[src/dlcs_pkg.sv]
// shared types, constants and the base decode for the dust scorer
package dlcs_pkg;

    localparam int CFG_W    = 7;
    localparam int BASE_W   = 4;
    localparam int TRIP_W   = 6;
    localparam int TRIP_N   = 64;
    localparam int CNT_W    = 16;
    localparam int SCORE_W  = 15;
    localparam int PEAK_W   = 11;
    localparam int W_MIN    = 3;

    localparam logic [CFG_W-1:0]   W_RESET  = 7'd64;
    localparam logic [SCORE_W-1:0] PCT_MAX  = 15'h7fff;
    localparam logic [PEAK_W-1:0]  PEAK_MAX = 11'h7ff;
    localparam logic [CNT_W-1:0]   CNT_MAX  = 16'hffff;

    // decoded base: bit 2 set means the nibble is not a base
    localparam logic [2:0] BASE_A    = 3'd0;
    localparam logic [2:0] BASE_C    = 3'd1;
    localparam logic [2:0] BASE_G    = 3'd2;
    localparam logic [2:0] BASE_T    = 3'd3;
    localparam logic [2:0] BASE_SKIP = 3'd4;

    localparam logic [BASE_W-1:0] NIB_A = 4'h1;
    localparam logic [BASE_W-1:0] NIB_C = 4'h2;
    localparam logic [BASE_W-1:0] NIB_G = 4'h4;
    localparam logic [BASE_W-1:0] NIB_T = 4'h8;

    typedef enum logic [2:0] {
        ST_IDLE,
        ST_RD1,
        ST_RD2,
        ST_WRT,
        ST_FIN,
        ST_DSTART,
        ST_DWAIT
    } t_state;

    typedef struct packed {
        logic busy;
        logic done;
    } t_div_stat;

    function automatic logic [2:0] base_map(input logic [BASE_W-1:0] nib);
        logic [2:0] code;
        unique case (nib)
            NIB_A:   code = BASE_A;
            NIB_C:   code = BASE_C;
            NIB_G:   code = BASE_G;
            NIB_T:   code = BASE_T;
            default: code = BASE_SKIP;
        endcase
        return code;
    endfunction

endpackage

[src/dlcs_base_if.sv]
// input channel: one base nibble and the end-of-read mark per transfer
interface dlcs_base_if
    import dlcs_pkg::*;
();
    logic              valid;
    logic              ready;
    logic [BASE_W-1:0] base_code;
    logic              last_base;

    modport source (output valid, output base_code, output last_base, input ready);
    modport sink   (input valid, input base_code, input last_base, output ready);
endinterface

[src/dlcs_score_if.sv]
// output channel: one complexity result per read
interface dlcs_score_if
    import dlcs_pkg::*;
();
    logic               valid;
    logic               ready;
    logic [SCORE_W-1:0] dust_score;
    logic [PEAK_W-1:0]  peak_pair_score;
    logic               window_filled;

    modport source (output valid, output dust_score, output peak_pair_score,
                    output window_filled, input ready);
    modport sink   (input valid, input dust_score, input peak_pair_score,
                    input window_filled, output ready);
endinterface

[src/dust_low_complexity_score.sv]
// dust triplet low-complexity scorer: count and ring memories, per-read result
//
//  channel   dir  transfer payload                                   modport
//  i_base    in   base_code[3:0], last_base                          sink
//  o_score   out  dust_score[14:0], peak_pair_score[10:0], filled    source
//  i_cfg     in   i_cfg_wr_en, i_cfg_wr_data[6:0] (window_length)    -
//
// skipped or priming base: ST_IDLE; triplet while the window fills: ST_IDLE, ST_RD1;
// sliding triplet: also ST_RD2, ST_WRT, the count memory read-modify-write of the
// removed and added code. last_base adds ST_FIN, ST_DSTART, ST_DWAIT, 16 divider steps.
// i_rst_n is synchronous; counts clear at once per read through per-entry valid bits.
// a result waiting on o_score stalls the block only when the next result is ready.
module dust_low_complexity_score
    import dlcs_pkg::*;
#(
    parameter int WINDOW_MAX = 64
) (
    input  logic             i_clk,
    input  logic             i_rst_n,
    input  logic             i_cfg_wr_en,
    input  logic [CFG_W-1:0] i_cfg_wr_data,
    dlcs_base_if.sink        i_base,
    dlcs_score_if.source     o_score
);

    localparam int WIN_W   = $clog2(WINDOW_MAX + 1);
    localparam int RING_AW = $clog2(WINDOW_MAX);
    localparam int EXT_W   = (WIN_W > CFG_W) ? WIN_W : CFG_W;
    localparam int NUM_W   = 2 * WIN_W + 1;
    localparam int DEN_W   = 2 * WIN_W;
    localparam int PAIR_W  = CNT_W + WIN_W + 1;
    localparam logic [PAIR_W-1:0] NUM_CAP = PAIR_W'(1) << (2 * WIN_W);

    // memories
    logic [CNT_W-1:0]  cnt_mem  [TRIP_N];
    logic [TRIP_W-1:0] ring_mem [WINDOW_MAX];

    // control registers
    t_state              r_state, n_state;
    logic [CFG_W-1:0]    r_window_length;
    logic [TRIP_W-1:0]   r_shift, n_shift;
    logic [1:0]          r_primed, n_primed;
    logic [RING_AW-1:0]  r_pos, n_pos;
    logic [WIN_W-1:0]    r_seen, n_seen;
    logic [PAIR_W-1:0]   r_pair, n_pair;
    logic [PAIR_W-1:0]   r_peak, n_peak;
    logic                r_full, n_full;
    logic [TRIP_N-1:0]   r_cnt_vld;
    logic                r_out_valid, n_out_valid;
    logic                r_slide;
    logic                r_last;

    // payload registers
    logic [TRIP_W-1:0]   r_t;
    logic [TRIP_W-1:0]   r_x;
    logic [RING_AW-1:0]  r_pos_cur;
    logic [CNT_W-1:0]    r_ct;
    logic [CNT_W-1:0]    r_cnt_q;
    logic                r_cnt_qv;
    logic [TRIP_W-1:0]   r_ring_q;
    logic [NUM_W-1:0]    r_num;
    logic [DEN_W-1:0]    r_den;
    logic [PEAK_W-1:0]   r_pk_used;
    logic                r_filled;
    logic [SCORE_W-1:0]  r_out_dust;
    logic [PEAK_W-1:0]   r_out_peak;
    logic                r_out_filled;

    // memory controls
    logic                cnt_rd_en;
    logic [TRIP_W-1:0]   cnt_rd_addr;
    logic                cnt_wr_en;
    logic [TRIP_W-1:0]   cnt_wr_addr;
    logic [CNT_W-1:0]    cnt_wr_data;
    logic                cnt_clear;
    logic                ring_rd_en;
    logic                ring_wr_en;
    logic                out_load;

    // datapath
    logic                in_take;
    logic                out_take;
    logic [2:0]          bmap;
    logic [TRIP_W-1:0]   shift_nx;
    logic [EXT_W-1:0]    w_ext;
    logic [WIN_W-1:0]    w_eff;
    logic [RING_AW-1:0]  pos_eff;
    logic [WIN_W-1:0]    pos_inc;
    logic [RING_AW-1:0]  pos_adv;
    logic [CNT_W-1:0]    cnt_val;
    logic                cx_nz;
    logic [CNT_W-1:0]    cx_new;
    logic [CNT_W-1:0]    ct_eff;
    logic [PAIR_W-1:0]   pair_sub;
    logic [WIN_W-1:0]    fin_sel;
    logic [PAIR_W-1:0]   fin_num;
    logic [DEN_W-1:0]    fin_den;

    logic [SCORE_W-1:0]  div_quot;
    t_div_stat           div_stat;

    function automatic logic [PAIR_W-1:0] pair_add(input logic [PAIR_W-1:0] a,
                                                   input logic [CNT_W-1:0]  b);
        logic [PAIR_W:0] sum;
        sum = {1'b0, a} + (PAIR_W + 1)'(b);
        return sum[PAIR_W] ? {PAIR_W{1'b1}} : sum[PAIR_W-1:0];
    endfunction

    function automatic logic [CNT_W-1:0] cnt_inc(input logic [CNT_W-1:0] c);
        return (c == CNT_MAX) ? c : c + 1'b1;
    endfunction

    assign i_base.ready = (r_state == ST_IDLE);
    assign in_take      = i_base.valid && i_base.ready;
    assign out_take     = r_out_valid && o_score.ready;

    assign bmap     = base_map(i_base.base_code);
    assign shift_nx = {r_shift[TRIP_W-3:0], bmap[1:0]};

    // window length clamped to 3..WINDOW_MAX
    assign w_ext = EXT_W'(r_window_length);
    always_comb begin
        priority if (w_ext < EXT_W'(W_MIN)) begin
            w_eff = WIN_W'(W_MIN);
        end else if (w_ext > EXT_W'(WINDOW_MAX)) begin
            w_eff = WIN_W'(WINDOW_MAX);
        end else begin
            w_eff = WIN_W'(w_ext);
        end
    end

    assign pos_eff = (WIN_W'(r_pos) >= w_eff) ? '0 : r_pos;
    assign pos_inc = WIN_W'(r_pos_cur) + WIN_W'(1);
    assign pos_adv = (pos_inc >= w_eff) ? '0 : RING_AW'(pos_inc);

    assign cnt_val  = r_cnt_qv ? r_cnt_q : '0;
    assign cx_nz    = (cnt_val != '0);
    assign cx_new   = cx_nz ? cnt_val - 1'b1 : cnt_val;
    assign ct_eff   = (r_x == r_t) ? cx_new : r_ct;
    assign pair_sub = (r_pair >= PAIR_W'(cx_new)) ? r_pair - PAIR_W'(cx_new) : '0;

    assign fin_sel = r_full ? w_eff : r_seen;
    assign fin_num = r_full ? r_peak : r_pair;
    assign fin_den = (fin_sel < WIN_W'(2)) ? '0
                   : DEN_W'(fin_sel) * DEN_W'(fin_sel - 1'b1);

    always_comb begin
        n_state     = r_state;
        n_shift     = r_shift;
        n_primed    = r_primed;
        n_pos       = r_pos;
        n_seen      = r_seen;
        n_pair      = r_pair;
        n_peak      = r_peak;
        n_full      = r_full;
        n_out_valid = out_take ? 1'b0 : r_out_valid;
        cnt_rd_en   = 1'b0;
        cnt_rd_addr = shift_nx;
        cnt_wr_en   = 1'b0;
        cnt_wr_addr = r_t;
        cnt_wr_data = cnt_inc(r_ct);
        cnt_clear   = 1'b0;
        ring_rd_en  = 1'b0;
        ring_wr_en  = 1'b0;
        out_load    = 1'b0;
        unique case (r_state)
            ST_IDLE: begin
                if (in_take) begin
                    if (!bmap[2]) begin
                        n_shift = shift_nx;
                        if (r_primed < 2'd2) begin
                            n_primed = r_primed + 1'b1;
                            n_state  = i_base.last_base ? ST_FIN : ST_IDLE;
                        end else begin
                            cnt_rd_en  = 1'b1;
                            ring_rd_en = 1'b1;
                            n_state    = ST_RD1;
                        end
                    end else begin
                        n_state = i_base.last_base ? ST_FIN : ST_IDLE;
                    end
                end
            end
            ST_RD1: begin
                if (r_slide) begin
                    cnt_rd_en   = 1'b1;
                    cnt_rd_addr = r_ring_q;
                    n_state     = ST_RD2;
                end else begin
                    n_pair      = pair_add(r_pair, cnt_val);
                    cnt_wr_en   = 1'b1;
                    cnt_wr_data = cnt_inc(cnt_val);
                    n_seen      = r_seen + 1'b1;
                    ring_wr_en  = 1'b1;
                    n_pos       = pos_adv;
                    n_state     = r_last ? ST_FIN : ST_IDLE;
                end
            end
            ST_RD2: begin
                n_pair      = pair_add(pair_sub, ct_eff);
                cnt_wr_en   = cx_nz;
                cnt_wr_addr = r_x;
                cnt_wr_data = cx_new;
                n_state     = ST_WRT;
            end
            ST_WRT: begin
                cnt_wr_en  = 1'b1;
                n_peak     = (r_pair > r_peak) ? r_pair : r_peak;
                n_full     = 1'b1;
                ring_wr_en = 1'b1;
                n_pos      = pos_adv;
                n_state    = r_last ? ST_FIN : ST_IDLE;
            end
            ST_FIN: begin
                cnt_clear = 1'b1;
                n_shift   = '0;
                n_primed  = '0;
                n_pos     = '0;
                n_seen    = '0;
                n_pair    = '0;
                n_peak    = '0;
                n_full    = 1'b0;
                n_state   = ST_DSTART;
            end
            ST_DSTART: begin
                n_state = ST_DWAIT;
            end
            ST_DWAIT: begin
                if (div_stat.done && (!r_out_valid || o_score.ready)) begin
                    out_load    = 1'b1;
                    n_out_valid = 1'b1;
                    n_state     = ST_IDLE;
                end
            end
            default: begin
                n_state = ST_IDLE;
            end
        endcase
    end

    always_ff @(posedge i_clk) begin
        if (!i_rst_n) begin
            r_state         <= ST_IDLE;
            r_window_length <= W_RESET;
            r_shift         <= '0;
            r_primed        <= '0;
            r_pos           <= '0;
            r_seen          <= '0;
            r_pair          <= '0;
            r_peak          <= '0;
            r_full          <= 1'b0;
            r_out_valid     <= 1'b0;
            r_slide         <= 1'b0;
            r_last          <= 1'b0;
        end else begin
            r_state     <= n_state;
            r_shift     <= n_shift;
            r_primed    <= n_primed;
            r_pos       <= n_pos;
            r_seen      <= n_seen;
            r_pair      <= n_pair;
            r_peak      <= n_peak;
            r_full      <= n_full;
            r_out_valid <= n_out_valid;
            if (i_cfg_wr_en) begin
                r_window_length <= i_cfg_wr_data;
            end
            if (in_take) begin
                r_slide <= (r_seen >= w_eff);
                r_last  <= i_base.last_base;
            end
        end
    end

    // count valid bits: a clear empties every entry at once
    always_ff @(posedge i_clk) begin
        if (!i_rst_n) begin
            r_cnt_vld <= '0;
        end else if (cnt_clear) begin
            r_cnt_vld <= '0;
        end else if (cnt_wr_en) begin
            r_cnt_vld[cnt_wr_addr] <= 1'b1;
        end
    end

    always_ff @(posedge i_clk) begin
        if (cnt_wr_en) begin
            cnt_mem[cnt_wr_addr] <= cnt_wr_data;
        end
        if (cnt_rd_en) begin
            r_cnt_q  <= cnt_mem[cnt_rd_addr];
            r_cnt_qv <= r_cnt_vld[cnt_rd_addr];
        end
    end

    always_ff @(posedge i_clk) begin
        if (ring_wr_en) begin
            ring_mem[r_pos_cur] <= r_t;
        end
        if (ring_rd_en) begin
            r_ring_q <= ring_mem[pos_eff];
        end
    end

    always_ff @(posedge i_clk) begin
        if (in_take) begin
            r_t       <= shift_nx;
            r_pos_cur <= pos_eff;
        end
        if (r_state == ST_RD1) begin
            r_ct <= cnt_val;
            r_x  <= r_ring_q;
        end
        if (r_state == ST_RD2) begin
            r_ct <= ct_eff;
        end
        if (r_state == ST_FIN) begin
            r_den     <= fin_den;
            r_num     <= (fin_num >= NUM_CAP) ? NUM_W'(NUM_CAP) : NUM_W'(fin_num);
            r_pk_used <= (fin_num > PAIR_W'(PEAK_MAX)) ? PEAK_MAX : PEAK_W'(fin_num);
            r_filled  <= r_full;
        end
        if (out_load) begin
            r_out_dust   <= div_quot;
            r_out_peak   <= r_pk_used;
            r_out_filled <= r_filled;
        end
    end

    dlcs_div #(
        .NUM_W (NUM_W),
        .DEN_W (DEN_W)
    ) u_div (
        .i_clk   (i_clk),
        .i_rst_n (i_rst_n),
        .i_start (r_state == ST_DSTART),
        .i_num   (r_num),
        .i_den   (r_den),
        .o_quot  (div_quot),
        .o_stat  (div_stat)
    );

    assign o_score.valid           = r_out_valid;
    assign o_score.dust_score      = r_out_dust;
    assign o_score.peak_pair_score = r_out_peak;
    assign o_score.window_filled   = r_out_filled;

    a_div_idle_on_start: assert property (@(posedge i_clk) disable iff (!i_rst_n)
        (r_state == ST_DSTART) |-> !div_stat.busy)
        else $error("divider started while busy");

    a_seen_bounded: assert property (@(posedge i_clk) disable iff (!i_rst_n)
        r_seen <= WIN_W'(WINDOW_MAX))
        else $error("triplet count beyond window capacity");

    a_counts_cleared: assert property (@(posedge i_clk) disable iff (!i_rst_n)
        (r_state == ST_FIN) |=> (r_cnt_vld == '0))
        else $error("count table not cleared after read");

    a_full_needs_window: assert property (@(posedge i_clk) disable iff (!i_rst_n)
        r_full |-> (r_seen >= WIN_W'(W_MIN)))
        else $error("sliding phase without a filled window");

endmodule

[src/dlcs_div.sv]
// restoring divider for the saturated percentage num * 51200 / den
module dlcs_div
    import dlcs_pkg::*;
#(
    parameter int NUM_W = 15,
    parameter int DEN_W = 14
) (
    input  logic               i_clk,
    input  logic               i_rst_n,
    input  logic               i_start,
    input  logic [NUM_W-1:0]   i_num,
    input  logic [DEN_W-1:0]   i_den,
    output logic [SCORE_W-1:0] o_quot,
    output t_div_stat          o_stat
);

    localparam int N_W     = NUM_W + 16;
    localparam int STEP_N  = SCORE_W + 1;
    localparam int STEP_CW = $clog2(STEP_N);
    localparam logic [STEP_CW-1:0] STEP_LAST = STEP_CW'(STEP_N - 1);

    logic [N_W-1:0]     r_rem;
    logic [N_W-1:0]     r_dsh;
    logic [STEP_N-1:0]  r_q;
    logic [STEP_CW-1:0] r_step;
    logic               r_zero;
    logic               r_busy;
    logic               r_done;

    logic [N_W-1:0] num_ext;
    logic [N_W-1:0] scaled;
    logic           fits;

    // 51200 = 2^15 + 2^14 + 2^11
    assign num_ext = N_W'(i_num);
    assign scaled  = (num_ext << 15) + (num_ext << 14) + (num_ext << 11);
    assign fits    = (r_rem >= r_dsh);

    always_ff @(posedge i_clk) begin
        if (!i_rst_n) begin
            r_busy <= 1'b0;
            r_done <= 1'b0;
            r_step <= '0;
        end else if (i_start) begin
            r_busy <= 1'b1;
            r_done <= 1'b0;
            r_step <= '0;
        end else if (r_busy) begin
            r_step <= r_step + 1'b1;
            if (r_step == STEP_LAST) begin
                r_busy <= 1'b0;
                r_done <= 1'b1;
            end
        end
    end

    always_ff @(posedge i_clk) begin
        if (i_start) begin
            r_rem  <= scaled;
            r_dsh  <= N_W'(i_den) << SCORE_W;
            r_q    <= '0;
            r_zero <= (i_den == '0);
        end else if (r_busy) begin
            if (fits) begin
                r_rem <= r_rem - r_dsh;
            end
            r_q   <= {r_q[STEP_N-2:0], fits};
            r_dsh <= r_dsh >> 1;
        end
    end

    always_comb begin
        priority if (r_zero) begin
            o_quot = '0;
        end else if (r_q[SCORE_W]) begin
            o_quot = PCT_MAX;
        end else begin
            o_quot = r_q[SCORE_W-1:0];
        end
    end

    assign o_stat.busy = r_busy;
    assign o_stat.done = r_done;

endmodule
[src/flat_wrapper.sv]
// flat-port wrapper written by rule: the top's interface ports become plain ports
module dust_low_complexity_score_flat import dlcs_pkg::*;
#(
    parameter int WINDOW_MAX = 64
)
  (i_clk, i_rst_n, i_cfg_wr_en, i_cfg_wr_data, i_base_valid, i_base_base_code, i_base_last_base, i_base_ready, o_score_valid, o_score_dust_score, o_score_peak_pair_score, o_score_window_filled, o_score_ready);
  dlcs_base_if i_base_i ();
  dlcs_score_if o_score_i ();
  input  logic i_clk;
  input  logic i_rst_n;
  input  logic i_cfg_wr_en;
  input  logic [CFG_W-1:0] i_cfg_wr_data;
  input wire logic [$bits(i_base_i.valid)-1:0] i_base_valid;
  input wire logic [$bits(i_base_i.base_code)-1:0] i_base_base_code;
  input wire logic [$bits(i_base_i.last_base)-1:0] i_base_last_base;
  output wire logic [$bits(i_base_i.ready)-1:0] i_base_ready;
  output wire logic [$bits(o_score_i.valid)-1:0] o_score_valid;
  output wire logic [$bits(o_score_i.dust_score)-1:0] o_score_dust_score;
  output wire logic [$bits(o_score_i.peak_pair_score)-1:0] o_score_peak_pair_score;
  output wire logic [$bits(o_score_i.window_filled)-1:0] o_score_window_filled;
  input wire logic [$bits(o_score_i.ready)-1:0] o_score_ready;
  assign i_base_i.valid = i_base_valid;
  assign i_base_i.base_code = i_base_base_code;
  assign i_base_i.last_base = i_base_last_base;
  assign i_base_ready = i_base_i.ready;
  assign o_score_valid = o_score_i.valid;
  assign o_score_dust_score = o_score_i.dust_score;
  assign o_score_peak_pair_score = o_score_i.peak_pair_score;
  assign o_score_window_filled = o_score_i.window_filled;
  assign o_score_i.ready = o_score_ready;
  dust_low_complexity_score #(.WINDOW_MAX(WINDOW_MAX)) u_core (.i_clk(i_clk), .i_rst_n(i_rst_n), .i_cfg_wr_en(i_cfg_wr_en), .i_cfg_wr_data(i_cfg_wr_data), .i_base(i_base_i), .o_score(o_score_i));
endmodule
[config.mk]
export PLATFORM = sky130hd
export DESIGN_NAME = dust_low_complexity_score_flat
export DESIGN_NICKNAME = d
export VERILOG_FILES = /design/src/dlcs_pkg.sv /design/src/dlcs_base_if.sv /design/src/dlcs_score_if.sv /design/src/dust_low_complexity_score.sv /design/src/dlcs_div.sv /design/src/flat_wrapper.sv
export SDC_FILE = /design/constraint.sdc
export NUM_CORES = 2
export LEC_CHECK = 0
export BUFFER_PORTS_ARGS = -buffer_cell sky130_fd_sc_hd__buf_2
export CORE_ASPECT_RATIO = 1.2
export CORE_MARGIN = 5
export CORE_UTILIZATION = 63
export DETAILED_ROUTE_END_ITERATION = 12
export HOLD_SLACK_MARGIN = 0.06
export PLACE_DENSITY_LB_ADDON = 0.2
export SYNTH_ARGS = -nofsm -noshare
export SYNTH_HDL_FRONTEND = slang
export SYNTH_SLANG_ARGS = --single-unit
[constraint.sdc]
create_clock -name i_clk -period 10 [get_ports i_clk]
set_input_delay 0.5 -clock i_clk [delete_from_list [all_inputs] [get_ports i_clk]]
set_output_delay 0.5 -clock i_clk [all_outputs]
set_load 0.05 [all_outputs]
Yosys cells after proc, flatten, opt, wreduce, memory -nomap -nowiden

Memory sizes are Yosys's and may differ from the RTL's. A register that Yosys moved wholly into a read port is not among the register bits.
Cells that the tools add are included.

Eq/ne operators: 20
Reduce and logical (&&, ||, !) cells: 28
Add/subtract/negate cells: 14
Multiply operators: 1
Mux-type cells: 78
Bitwise logic cells: 2
Order comparisons: 15

Operators with widths:

| operator              | number |
|---|---|
| $mux 24               | 6 |
| $mux 16               | 8 |
| $mux 31               | 3 |
| $pmux 24 s3           | 1 |
| $or 64x64->64         | 1 |
| $mux 29               | 2 |
| $add 24x16->25        | 2 |
| $pmux 24 s2           | 1 |
| $mux 6                | 6 |
| $add 16x1->16 const B | 2 |
| $eq 16x16->1 const B  | 2 |
| $pmux 16 s2           | 1 |
| $add 30x29->31        | 1 |
| $add 31x26->31        | 1 |
| $ge 31x29->1          | 1 |
| $sub 31x29->31        | 1 |
| $mux 7                | 4 |
| $ge 24x15->1 const B  | 1 |
| $ge 24x16->1          | 1 |
| $gt 24x11->1 const B  | 1 |
| $gt 24x24->1          | 1 |
| $sub 24x16->24        | 1 |
| $mux 1                | 21 |
| $mux 3                | 7 |
| other kinds (50)      | 82 |

Memory bits (writable): 1408
Memories: 2
Output and inout port bits: 29
Bits in registers: 331
Bits of input ports: 17
Word-level logic and storage cells: 193

Memory list:

| name            | depth | bits a word | read ports | clocked after memory_dff | write ports | line                            | text |
|---|---|---|---|---|---|---|---|
| u_core.cnt_mem  | 64    | 16          | 1          | 1                        | 1           | dust_low_complexity_score.sv:35 | `logic [CNT_W-1:0] cnt_mem [TRIP_N];` |
| u_core.ring_mem | 64    | 6           | 1          | 1                        | 1           | dust_low_complexity_score.sv:36 | `logic [TRIP_W-1:0] ring_mem [WINDOW_MAX];` |

Logic depth before layout (Yosys ltp)

Word-level depth: 8
Mapped depth: 41
Gate-level depth less buffers: 31

Hierarchy

Synthesis repeated with hierarchy kept, for this count alone.

Cell total of the unflattened synthesis: 6911
Area, all modules: 80512.2 µm²

Modules (own cells, without submodules):

| module                    | area each (µm²) | cells each | seq. area each (µm²) | times used |
|---|---|---|---|---|
| dust_low_complexity_score | 74517.7         | 6264       | 48906.9              | 1 |
| dlcs_div                  | 5994.5          | 647        | 2122.0               | 1 |

Worst setup path before layout

Ideal clock, no wire load.

Path type: flip-flop to flip-flop
Start: register u_core.r_cnt_qv
End: register u_core.r_pair[20]
Cell stages (with the launch flop): 41
Arrival time: 8365 ps
Clock period less this slack: 8482 ps
Required time: 9883 ps
Path buffers: 9
Library setup time: 117 ps
Setup slack: 1518 ps
Cells stage by stage: edfxtp_1 -> clkbuf_1 -> clkbuf_1 -> clkbuf_1 -> clkbuf_1 -> clkbuf_1 -> nand2_1 -> ha_1 -> nor3b_1 -> nand4_1 -> and3_1 -> clkbuf_1 -> and2_1 -> nand3_1 -> nor3_1 -> xnor2_1 -> inv_1 -> ha_1 -> [... 5 more ...] -> a21boi_1 -> nor2b_1 -> clkbuf_1 -> buf_1 -> nor2_1 -> ha_1 -> fa_1 -> a21o_1 -> a21oi_1 -> o21bai_1 -> a21oi_1 -> o21ai_0 -> o221ai_1 -> a211oi_1 -> and2_1 -> nand3_1 -> mux2_2 -> a32o_1

Cells in the longest elaborated chain, start to end: 8
Elaborated cells between the ends (all ways): 14
Classes of those cells: add/sub: 4; order compare: 1; mux: 8; reduce/logical: 1

Ends and longest elaborated chain:

| element                                                    | line                                                               | text |
|---|---|---|
| start, declared                                            | dust_low_complexity_score.sv:59                                    | `logic r_cnt_qv;` |
| start signal, assigned                                     | dust_low_complexity_score.sv:292                                   | `r_cnt_qv <= r_cnt_vld[cnt_rd_addr];` |
| $mux 16 *                                                  | dust_low_complexity_score.sv:136                                   | `assign cnt_val = r_cnt_qv ? r_cnt_q : '0;` |
| $sub 16x1->16 / $reduce_bool 16->1 (equally long branches) | dust_low_complexity_score.sv:138, dust_low_complexity_score.sv:137 |  |
| $mux 16                                                    | dust_low_complexity_score.sv:138                                   | `assign cx_new = cx_nz ? cnt_val - 1'b1 : cnt_val;` |
| $sub 24x16->24 / $ge 24x16->1 (equally long branches)      | dust_low_complexity_score.sv:140                                   | `assign pair_sub = (r_pair >= PAIR_W'(cx_new)) ? r_pair - PAIR_W'(cx_new) : '0;` |
| $mux 24                                                    | dust_low_complexity_score.sv:140                                   |  |
| $add 24x16->25                                             | dust_low_complexity_score.sv:105                                   | `sum = {1'b0, a} + (PAIR_W + 1)'(b);` |
| $mux 24                                                    | dust_low_complexity_score.sv:106                                   | `return sum[PAIR_W] ? {PAIR_W{1'b1}} : sum[PAIR_W-1:0];` |
| $pmux 24 s3 *                                              | dust_low_complexity_score.sv:166                                   | `unique case (r_state)` |
| end signal, assigned                                       | dust_low_complexity_score.sv:261                                   | `r_pair <= n_pair;` |
| end, declared                                              | dust_low_complexity_score.sv:45                                    | `logic [PAIR_W-1:0] r_pair, n_pair;` |

Mark *: on every way between the ends. The rest lies on a longest branch, timed or not. The select of a mux whose other input is x is not followed.
A chain may end at the register's enable or synchronous reset.

Worst setup path in the final report

Start: register u_core.r_cnt_q[4], read port of u_core.cnt_mem
End: register u_core.r_pair[17]

Cells in the longest elaborated chain, start to end: 8
Elaborated cells between the ends (all ways): 14
Classes of those cells: add/sub: 4; order compare: 1; mux: 8; reduce/logical: 1

Ends and longest elaborated chain:

| element                                                    | line                                                               | text |
|---|---|---|
| start, declared                                            | dust_low_complexity_score.sv:58                                    | `logic [CNT_W-1:0] r_cnt_q;` |
| $mux 16 *                                                  | dust_low_complexity_score.sv:136                                   |  |
| $sub 16x1->16 / $reduce_bool 16->1 (equally long branches) | dust_low_complexity_score.sv:138, dust_low_complexity_score.sv:137 |  |
| $mux 16                                                    | dust_low_complexity_score.sv:138                                   |  |
| $sub 24x16->24 / $ge 24x16->1 (equally long branches)      | dust_low_complexity_score.sv:140                                   |  |
| $mux 24                                                    | dust_low_complexity_score.sv:140                                   |  |
| $add 24x16->25                                             | dust_low_complexity_score.sv:105                                   |  |
| $mux 24                                                    | dust_low_complexity_score.sv:106                                   |  |
| $pmux 24 s3 *                                              | dust_low_complexity_score.sv:166                                   |  |

Marked as above.

==> results_dict.tcl <==
set metrics [dict create \
    synth_top_area_share_pct 58.71 \
    synthSimpleGateAreaFrac_pct 15.54 \
    drive_gt1_share_pct 8.789 \
    cts_buffers 168 \
    synth_compound_area_share_pct 10.06 \
    routed_via_density 6.473 \
    synth_commonest_cells "1578 x edfxtp_1, 1338 x nand2_1, 593 x nor2_1" \
    synth.area.top_cells "edfxtp_1 59%, nand2_1 6.2%, dfxtp_1 4.5%, nor2_1 2.8%, ha_1 2.6%" \
    firstDrtPassIters 8 \
    drv_cap 0 \
    drt-total-wl_mm 215.5 \
    synthCells 6969 \
    grt_most_used_layer "met2" \
    setup_violations 0 \
    worst_pin_slew_ns 1.389 \
    synth-warning-count 0 \
    drtAntennaViolNets 0 \
    setup_slack_ns 1.509 \
    first_iter_violations 6726 \
    postCtsSetupRepairBufs 0 \
    drc 0 \
    gr-usage-met2_pct 50.51 \
    rsz0062_at_grt "no" \
    required_ns 10.71 \
    p_sw_share_pct 27.15 \
    clock_path_buffers 3 \
    nFillCells 8803 \
    cp_max_fo 19 \
    cts.clk_slew.worst_paths_ns 0.06 \
    drv_slew 0 \
    hold_viol 0 \
    grt_max_degree 168 \
    final_core_util_pct 70.01 \
    p_per_area_nw_per_um2 203.7 \
    antenna_found_initial 7 \
    ys_ff_latch 1760 \
    cts_tree "yes" \
    synth_top_family_by_area "simple AND/OR/NAND/NOR gates" \
    worstSetupPathType "reg -> reg" \
    synth-edff-count 1578 \
    startpoint_type "register" \
    synth_flop_cell "edfxtp_1" \
    synth_cell_types 92 \
    slowest_delay_ns 0.66 \
    pre_cts_ws_ns 1.743 \
    die_h_um 402.1 \
    cpMaxStageDelayCell "nor4_1" \
    dpl.hpwl_mm 129.9 \
    finClkSkew_ns 0.03832 \
    track_usage_pct 31.37 \
    vdd_ir_drop_max_mv 0.1612 \
    grt_pass1_wl_mm 326.8 \
    ys_seq_area_share_pct 63.22 \
    fmax_mhz 117.8 \
    cpMostUsedCell "a21oi_1" \
    finalWorstPathRequiredPeriod_ns 8.491 \
    hold_ws_ns 0.1237 \
    core_sq_um 127000 \
    insertion_delay_ns 0.81 \
    row_count 143 \
    dieArea_sq_um 135400 \
    async_flop_share_pct 0 \
    relSlewSlack_pct 6.073 \
    netlist_area_sq_um 80710 \
    postSynthAreaPerCell_sq_um 11.58 \
    io_buffers 45 \
    initial_utilization_pct 63.54 \
    nets 7150 \
    grtUsageMet1_pct 42.54 \
    synth.most_common_cell "edfxtp_1" \
    power_frac_clock_pct 36.6 \
    synth_top_area_cell "edfxtp_1" \
    grt-ovfl-total 0 \
    area_growth_pct 10.19 \
    period_share_pct 84.91 \
    h-tree-depth 4 \
    p_leak_nw 31.15 \
    use_met3_pct 5.762 \
    top_level_ports 46 \
    die_x_um 336.8 \
    root_buffer "clkbuf_16" \
    cts.sinks 1760 \
    worstPathArrival_ns 9.21 \
    routabilityCongestion 0.9184 \
    worstSetupEndpointType "register" \
    p_int_mw 13.20 \
    status "finished, final reports clean" \
    finalSetupTns_ns 0 \
    synth.area.mux_share_pct 2.610 \
    grt_pass1_vias 54820 \
    power.switching_mw 4.918 \
    hold_path.class "in -> reg" \
    synth_xor_area_share_pct 1.563 \
    wl_per_cell_um 24.70 \
    comb_power_share_pct 16.3 \
    vias 56490 \
    cts_resized 0 \
    pwr-share-seq_pct 47.0 \
    synthAdderAreaFrac_pct 4.046 \
]
## state kept, by name (all words and copies together), names as in the netlist, 24 cells and up
name,cells
u_core.cnt_mem,1024
u_core.r_peak,24
u_core.r_pair,24
u_core.r_cnt_vld,64
u_core.u_div.r_rem,31
u_core.ring_mem,384
u_core.u_div.r_dsh,29
## cell families (layout without fill, tap and decap cells)
logic type,count (synthesis),after routing
AOI/OAI and AO/OA,1151,1151
buffers and inverters,632,704
xor gates and xnor gates,144,144
DFF,1760,1760
and+or+nand+nor,2848,2848
muxes,204,204
adders and majority gates,228,228
other,2,20
## layout make-up
cell class,instances,area (sq um),share of cell area [%]
Clock buffer,229,4793,5.389
Clock inverter,86,1059,1.190
Sequential cell,1760,51040,57.38
Multi-Input combinational cell,4590,27720,31.17
Antenna cell,5,12.51,0.01407
Timing Repair Buffer,200,1521,1.711
Inverter,189,709.4,0.7976
Tap cell,1667,2086,2.345
## path summary, 6_finish.rpt
path | start | end | slack [ns] | depth (start not counted)
max | u_core.r_cnt_q[4] | u_core.r_pair[17] | 1.51 | 29
min | i_base_valid | u_core.r_slide | 0.12 | 4
max reg2reg | u_core.r_cnt_q[4] | u_core.r_pair[17] | 1.51 | 29
min reg2reg | u_core.r_pk_used[1] | u_core.o_score.peak_pair_score[1] | 0.42 | 0
## layout by cell type (no fill, tap or decap), types with 28 or more instances in the layout
master and instances:
a211oi_1 46, a21o_1 57, a21oi_1 219, a311o_1 52, a311oi_1 175, a31oi_1 94, and3_1 167, buf_2 45
buf_4 138, clkbuf_1 34, clkbuf_16 176, clkinv_2 32, dfxtp_1 179, edfxtp_1 1578, fa_1 56, ha_1 168
inv_1 184, mux2_2 48, mux2i_1 149, nand2_1 1336, nand2b_1 53, nand3_1 382, nand4_1 36, nor2_1 579
nor2b_1 31, nor3_1 65, o211ai_1 28, o21ai_0 159, o22ai_1 58, o31ai_1 35, or2_2 34, or3_1 33
xnor2_1 93, xor2_1 51
## power by group through the flow
stage	combinational [mW]	clock, mW	sequential, mW
CTS	2.92	6.69	8.51
detailed placement	2.90	0	8.67
global route	3.22	7.01	8.52
floorplan	1.96	0	8.66
finish	2.96	6.64	8.52
global placement	2.86	0	8.67
## metrics by stage
step	cell area, sq um	cells	power (mW)
2_1_floorplan	80760	6982	10.62
4_1_cts	88930	8721	18.13
3_5_place_dp	83000	8398	11.57
5_1_grt	88940	8724	18.75
3_3_place_gp	83000	8398	11.52
6_report	88940	8726	18.12
## metal layers
metal  share of wire (%)  wire, um  up-vias
li1                    -         -    25420
met2                  48    102800     2795
met5              0.0056        12        -
met1                  39     83300    27730
met3                 9.2     19850      545
met4                 4.4      9565        2
## timing repair
action,in CTS,in global routing
hold endpoints to repair,7,0
endpoints found under the setup margin,0,0
hold buffers,8,0
## critical path: cells and delay by family (launching register included)
family | cells | cell delay [ns]
AO/OA/AOI/OAI | 14 | 3.49
XOR/XNOR | 1 | 0.22
adder cells (fa/ha/maj) | 2 | 0.78
buffers and inverters | 2 | 0.42
flip-flops | 1 | 0.56
AND/OR/NAND/NOR | 10 | 2.91
(Power assumes the default switching activity.)
